--- src/rtl/core/lpml_pkg.sv ---
// shared types and constants for the longest prefix match lookup
`timescale 1ns / 1ps
`default_nettype none

package lpml_pkg;

  localparam int TABLE_ENTRIES = 16;
  localparam int IDX_W = (TABLE_ENTRIES > 1) ? $clog2(TABLE_ENTRIES) : 1;
  localparam int ID_W = (IDX_W > 4) ? IDX_W : 4;

  typedef enum logic [0:0] {
    KIND_WRITE  = 1'b0,
    KIND_LOOKUP = 1'b1
  } kind_t;

  typedef struct packed {
    kind_t       kind;
    logic [3:0]  entry_index;
    logic [31:0] entry_dest;
    logic [31:0] entry_mask;
    logic        entry_valid;
    logic [31:0] lookup_address;
  } req_t;

  typedef struct packed {
    logic        hit;
    logic [3:0]  match_index;
    logic [31:0] match_mask;
  } rsp_t;

  // route write broadcast to every cell
  typedef struct packed {
    logic        en;
    logic [3:0]  index;
    logic [31:0] dest;
    logic [31:0] mask;
    logic        valid;
  } wr_t;

  // lookup token handed from cell to cell
  typedef struct packed {
    logic        active;
    logic [31:0] address;
    logic        found;
    logic [3:0]  idx;
    logic [31:0] mask;
  } tok_t;

endpackage

`default_nettype wire

--- src/rtl/core/lpml_cell.sv ---
// one route slot: holds an entry and updates the passing lookup token
`timescale 1ns / 1ps
`default_nettype none

module lpml_cell
  import lpml_pkg::*;
(
  input  logic            clk,
  input  logic            rst,
  input  logic [ID_W-1:0] cell_id,
  input  logic            advance,
  input  wr_t             wr,
  input  tok_t            tok_in,
  output tok_t            tok_out
);

  logic [31:0] dest;
  logic [31:0] mask;
  logic        valid;
  logic        match;
  logic        take;
  tok_t        tok_next;

  always_ff @(posedge clk) begin
    if (wr.en && (ID_W'(wr.index) == cell_id)) begin
      dest <= wr.dest;
      mask <= wr.mask;
    end
  end

  always_ff @(posedge clk) begin
    if (rst) begin
      valid <= 1'b0;
    end else if (wr.en && (ID_W'(wr.index) == cell_id)) begin
      valid <= wr.valid;
    end
  end

  always_comb begin
    match = valid && ((tok_in.address & mask) == (dest & mask));
    take = match && (!tok_in.found || (mask > tok_in.mask));
    tok_next = tok_in;
    if (take) begin
      tok_next.found = 1'b1;
      tok_next.idx = cell_id[3:0];
      tok_next.mask = mask;
    end
  end

  always_ff @(posedge clk) begin
    if (rst) begin
      tok_out.active <= 1'b0;
    end else if (advance) begin
      tok_out.active <= tok_next.active;
    end
    if (advance) begin
      tok_out.address <= tok_next.address;
      tok_out.found <= tok_next.found;
      tok_out.idx <= tok_next.idx;
      tok_out.mask <= tok_next.mask;
    end
  end

endmodule

`default_nettype wire

--- src/rtl/core/longest_prefix_match_lookup_top.sv ---
// Longest prefix match route table of TABLE_ENTRIES slots, built as a row of cells that each
// hold one route. A write transaction updates its slot directly. A lookup transaction sends
// a token down the row, one cell per cycle while the row advances, and its result is then
// registered at the output; no new transaction is taken until that result is registered.
// The row holds while a finished token waits at its end because the output register still
// holds an earlier result that has not been taken.
// Valid marks clear at reset; destination and mask have no reset.
`timescale 1ns / 1ps
`default_nettype none

module longest_prefix_match_lookup_top
  import lpml_pkg::*;
(
  input  logic clk,
  input  logic rst,
  input  logic req_valid,
  output logic req_ready,
  input  req_t req,
  output logic rsp_valid,
  input  logic rsp_ready,
  output rsp_t rsp
);

  tok_t chain [TABLE_ENTRIES+1];
  wr_t  wr;
  logic busy;
  logic advance;
  logic accept;
  tok_t tail;

  assign req_ready = !busy;
  assign accept = req_valid && req_ready;
  assign tail = chain[TABLE_ENTRIES];
  assign advance = !(tail.active && rsp_valid && !rsp_ready);

  always_comb begin
    wr.en = accept && (req.kind == KIND_WRITE);
    wr.index = req.entry_index;
    wr.dest = req.entry_dest;
    wr.mask = req.entry_mask;
    wr.valid = req.entry_valid;
  end

  assign chain[0] = '{active: accept && (req.kind == KIND_LOOKUP),
                      address: req.lookup_address,
                      found: 1'b0,
                      idx: 4'd0,
                      mask: 32'd0};

  for (genvar i = 0; i < TABLE_ENTRIES; i++) begin : g_cell
    lpml_cell u_cell (
      .clk     (clk),
      .rst     (rst),
      .cell_id (ID_W'(i)),
      .advance (advance),
      .wr      (wr),
      .tok_in  (chain[i]),
      .tok_out (chain[i+1])
    );
  end

  always_ff @(posedge clk) begin
    if (rst) begin
      busy <= 1'b0;
    end else if (accept && (req.kind == KIND_LOOKUP)) begin
      busy <= 1'b1;
    end else if (advance && tail.active) begin
      busy <= 1'b0;
    end
  end

  always_ff @(posedge clk) begin
    if (rst) begin
      rsp_valid <= 1'b0;
    end else if (advance && tail.active) begin
      rsp_valid <= 1'b1;
    end else if (rsp_ready) begin
      rsp_valid <= 1'b0;
    end
  end

  always_ff @(posedge clk) begin
    if (advance && tail.active) begin
      rsp.hit <= tail.found;
      rsp.match_index <= tail.idx;
      rsp.match_mask <= tail.mask;
    end
  end

endmodule

`default_nettype wire
--- config.mk ---
export PLATFORM = sky130hd
export DESIGN_NAME = longest_prefix_match_lookup_top
export DESIGN_NICKNAME = d
export VERILOG_FILES = /design/src/rtl/core/lpml_pkg.sv /design/src/rtl/core/lpml_cell.sv /design/src/rtl/core/longest_prefix_match_lookup_top.sv
export SDC_FILE = /design/constraint.sdc
export NUM_CORES = 2
export LEC_CHECK = 0
export BUFFER_PORTS_ARGS = -buffer_cell sky130_fd_sc_hd__buf_2
export CORE_MARGIN = 3
export CORE_UTILIZATION = 40
export CTS_CLUSTER_DIAMETER = 120
export CTS_CLUSTER_SIZE = 12
export DETAILED_ROUTE_END_ITERATION = 10
export MAX_ROUTING_LAYER = met4
export SKIP_CTS_REPAIR_TIMING = 1
export SYNTH_ARGS = -nofsm -noshare
export SYNTH_HDL_FRONTEND = slang
export SYNTH_SLANG_ARGS = --single-unit
--- constraint.sdc ---
create_clock -name clk -period 46.6 [get_ports clk]
set_input_delay 2.33 -clock clk [delete_from_list [all_inputs] [get_ports clk]]
set_output_delay 2.33 -clock clk [all_outputs]
set_load 0.005 [all_outputs]
Yosys cells after proc, flatten, opt, wreduce, memory -nomap -nowiden
Cells that the tools add are included.
{ "op_classes": {"n_lt_le_gt_ge": 15, "n_eq_ne": 31, "muxes": 20, "bitwise_logic": 33, "n_reduce_logical": 89} }
{ "ops": {"columns": ["op", "count"], "rows": [
  ["$and A32 B32 Y32", 32],
  ["$eq A32 B32 Y1", 16],
  ["$gt A32 B32 Y1", 15],
  ["$mux W32", 15],
  ["$logic_and A1 B1 Y1", 53],
  ["$mux W37", 1],
  ["$eq A4 B4 Y1 const B", 8],
  ["$logic_not A1 Y1", 18],
  ["$eq A4 B3 Y1 const B", 4],
  ["$logic_or A1 B1 Y1", 15],
  ["$eq A4 B2 Y1 const B", 2],
  ["$eq A4 B1 Y1 const B", 1],
  ["$logic_not A4 Y1", 1],
  ["$mux W1", 4],
  ["$reduce_bool A2 Y1", 2],
  ["$not A1 Y1", 1]
]} }
{ "word_totals": {"register_bits": 2167, "inputBits": 106, "output_inout_bits": 39, "wordCells": 320} }

Logic depth before layout (Yosys ltp)
{ "depth": {"word_depth": 6, "mapped_depth": 11, "mapped_depth_nobuf": 9} }

Hierarchy
Synthesis repeated with hierarchy kept, for this count alone.
{ "unflattened": {"cells_unflattened": 5723, "area_unflattened_um2": 96877.9} }
{ "modules_own_cells": {"columns": ["module", "n_inst", "cells_each", "area_per_inst_um2", "seq_area_each_um2"], "rows": [
  ["lpml_cell (g_cell[0].u_cell ...)", 14, 354, 5975.7, 4033.9],
  ["lpml_cell (g_cell[8].u_cell ...)", 2, 358, 5993.2, 4033.9],
  ["longest_prefix_match_lookup_top", 1, 51, 1231.2, 1151.1]
]} }

Worst setup path after synthesis
No wires, ideal clock.
{ "synth_path": {"kind": "input-to-reg", "from": "in rsp_ready", "to": "reg g_cell[0].u_cell.tok_out[0] (netlist name) (enable)", "setup_ps": 1831, "arrival_time_ps": 31329, "required_ps": 44769, "path_slack_ps": 13440, "stages": 5, "path_buffers": 2, "cell_sequence": "nor2b_1 > and2_1 > clkbuf_1 > inv_1 > buf_1"} }
{ "synth_between": {"elab_chain_cells": 2} }
{ "synth_lines": {"columns": ["item", "line_no", "rtl"], "rows": [
  ["start: declaration", "longest_prefix_match_lookup_top.sv:20", "input logic rsp_ready,"],
  ["$logic_not A1 Y1", "longest_prefix_match_lookup_top.sv:34", "assign advance = !(tail.active && rsp_valid && !rsp_ready);"],
  ["$logic_and A1 B1 Y1", "longest_prefix_match_lookup_top.sv:34", null],
  ["end: declaration", "lpml_cell.sv:14", "output tok_t tok_out"]
]} }
Every way passes these cells.
A chain may end at the register's enable or synchronous reset.

Worst setup path in the final report
{ "layout_path": {"from": "in rsp_ready", "to": "reg g_cell[8].u_cell.tok_out[16] (netlist name) (enable)"} }
{ "layout_between": {"elab_chain_cells": 2} }
{ "layout_lines": {"columns": ["item", "line_no"], "rows": [
  ["$logic_not A1 Y1", "longest_prefix_match_lookup_top.sv:34"],
  ["$logic_and A1 B1 Y1", "longest_prefix_match_lookup_top.sv:34"],
  ["end: declaration", "lpml_cell.sv:14"]
]} }
Every way passes these cells.

==> summary.md <==
| Metric | Value |
|---|---|
| Commonest non-fill, non-tap cells in the layout | `2118 x edfxtp_1, 535 x inv_1, 500 x xor2_1, 480 x ha_1, 362 x mux2_2` |
| Non-filler instance count after layout | `8983` |
| Final Power | `3.75 mW` |
| Post-route ant nets | `0` |
| Mapped Cells | `5585` |
| Residual DRC | `0` |
| Final setup TNS | `0 ns` |
| First-pass GRT wire length | `371 mm` |
| WP data required | `47.05 ns` |
| Yosys warnings | `0` |
| Total instance count after detailed placement | `8708` |
| Relative slew slack | `0.187` |
| DRT Pass-1 Iters | `8` |
| CTS tree | `done` |
| Count of cell types in the netlist | `63` |
| Inserted Clock Buffers | `197` |
| Crit path time final | `6.07 ns` |
| Total Routed Length | `271 mm` |
| Overflow after GRT | `0` |
| Outcome | `finished clean` |
| Most used DFF post-synth | `edfxtp_1` |
| Initial drt markers | `6429` |
| Nets | `6501` |
| FMAX | `165 MHz` |
| Area delta synth->final | `11.0%` |
| Starting Density | `0.404` |
| Setup-failing EPs final | `0` |
| IO Port Bufs | `144` |
| Register area share after synthesis | `0.707` |
| Die X-Extent | `483 microns` |
| Synthesized area per cell | `16.3 sq um` |
| Critical Path Fanout Max | `130` |
| CTS Root Cell | `clkbuf_16` |
| Largest net degree at the start of global routing | `173` |
| Clk Latency, worst-skew pair | `0.84 ns` |
| Max Slew Vio Count | `0` |
| Syn_nets | `6171` |
| Seq cells post-synth | `2152` |
| Critical path type | `in2reg` |
| Most common cell after layout, fill and taps aside | `edfxtp_1` |
| Finished Core Util | `0.448` |
| Core Area | `225000 sq um` |
| Share of cells above drive strength 1 | `0.145` |
| Num rows | `174` |
| Peak supply drop | `0.0394 mV` |
| Worst slack, placed | `39.70 ns` |
| Die ar. | `233000 sq um` |
| Clk sinks | `2152` |
| Fin. Hold Viols | `0` |
| RSZ-0062 raised after global routing | `no` |
| CP Launch Type | `input port` |
| Cell Pwr Density | `37.2 nW/um^2` |
| Antenna violations before repair | `47` |
| Max Cap Violations | `0` |
| Worst-Margin Slew | `1.22 ns` |
| EDFF count, synth | `2118` |
| I/O pin total | `145` |
| Estimated wirelength of the detail-placed design | `186 mm` |
| H-tree Lvls | `4` |
| Die Ht | `483 microns` |
| CP endpoint kind | `flip-flop` |
| Max Clock Skew | `0.0252 ns` |
| Vias in the first global route | `47900` |
| Post-Syn Area | `90900 sq um` |
| Vias | `49700` |
| DR WL/cell | `30.2 microns` |
| Tcrit/Tclk final | `0.130` |
| Max clock buf depth | `3` |
| Hold Crit Class | `reg2reg` |
| Post-synth ARST share | `0` |
| CP Data Arrival Time | `6.52 ns` |
| Global placement routability congestion | `0.905` |
| Final worst setup slack | `40.53 ns` |
| Gr usage total | `0.236` |
| Leakage power | `36.9 nW` |
| Vias per inst | `5.53` |
| Worst-path clk slew | `0.06 ns` |
-- critical path, cell delays in order --
cell and delay, ns:
buf_2 0.08, nor2b_1 0.07, and2_1 0.41, inv_8 0.73, buf_4 0.86, buf_4 0.86
buf_4 0.93
-- logic make-up after synthesis --
kind of cell	after synthesis	share of synthesized area
xor gates and xnor gates	512	0.0493
buffers and inverters	600	0.0274
AOI/OAI and AO/OA	639	0.0477
muxes	477	0.0614
adders and majority gates	480	0.0661
and+or+nand+nor	725	0.0412
DFF	2152	0.707
-- final cells by class --
cell class	count	area, sq um
diodes	9	22.5
clock buffers	250	5150
clock inverters	16	279
fillers	19600	124000
inverters	536	2020
multi-input cells	2833	24300
flip-flops and latches	2152	64300
well taps	2992	3740
repair buffers	195	1120
-- per-stage QoR --
stage	instance area, sq um	hold slack, ns
floorplan	90900	0.400
global placement	95400	0.400
detailed placement	95400	0.405
CTS	101000	0.419
global route	101000	0.421
finish	101000	0.415
-- synthesized netlist by cell type, types with 16 or more instances --
master	count	area, sq um
nor2b_1	17	106
buf_4	30	225
a22o_1	24	210
dfxtp_1	34	681
nand2_1	231	867
edfxtp_1	2118	63600
mux2_2	362	4080
mux2_1	54	608
nor3_1	31	155
a21o_1	25	188
o211ai_1	16	120
ha_1	480	6010
a22oi_1	165	1240
xor2_1	500	4380
nor4_1	19	119
a221oi_1	51	447
a21oi_1	209	1050
nand2b_1	47	294
inv_1	536	2010
nand3_1	66	330
o21ai_0	70	350
nand4_1	153	957
and4_1	16	140
nor2_1	80	300
mux2_4	57	856
-- registers in the layout, summed over array words and instances (netlist names) --
register	count
g_cell.u_cell.tok_out	1073
g_cell.u_cell.dest	512
g_cell.u_cell.mask	512
rsp	37
g_cell.u_cell.valid	16
busy	1
rsp_valid	1
-- report_power, final --
part | switching [mW] | internal [mW]
combinational | 0.0756 | 0.0224
sequential | 0.0303 | 2.15
clock | 0.694 | 0.780
-- worst paths after layout --
kind / from / depth (start not counted) / to / slack (ns)
worst max-delay path: rsp_ready / 7 / g_cell[8].u_cell.tok_out[16]$_DFFE_PN_ / 40.53
worst min-delay path: g_cell[15].u_cell.tok_out[11]$_DFFE_PN_ / 0 / rsp[11]$_DFFE_PP_ / 0.41
worst max register to register: rsp_valid$_SDFFE_PP0P_ / 6 / g_cell[8].u_cell.tok_out[16]$_DFFE_PN_ / 41.70
worst min register to register: g_cell[15].u_cell.tok_out[11]$_DFFE_PN_ / 0 / rsp[11]$_DFFE_PP_ / 0.41
-- layer usage --
layer,global-route usage,part of all wire,up-vias
met4,0.0611,0.026,0
met3,0.0321,0.071,379
li1,-,-,21800
met5,-,0,-
met2,0.392,0.50,2066
met1,0.306,0.40,25500
Note: power is estimated with default switching activity, not from simulation.
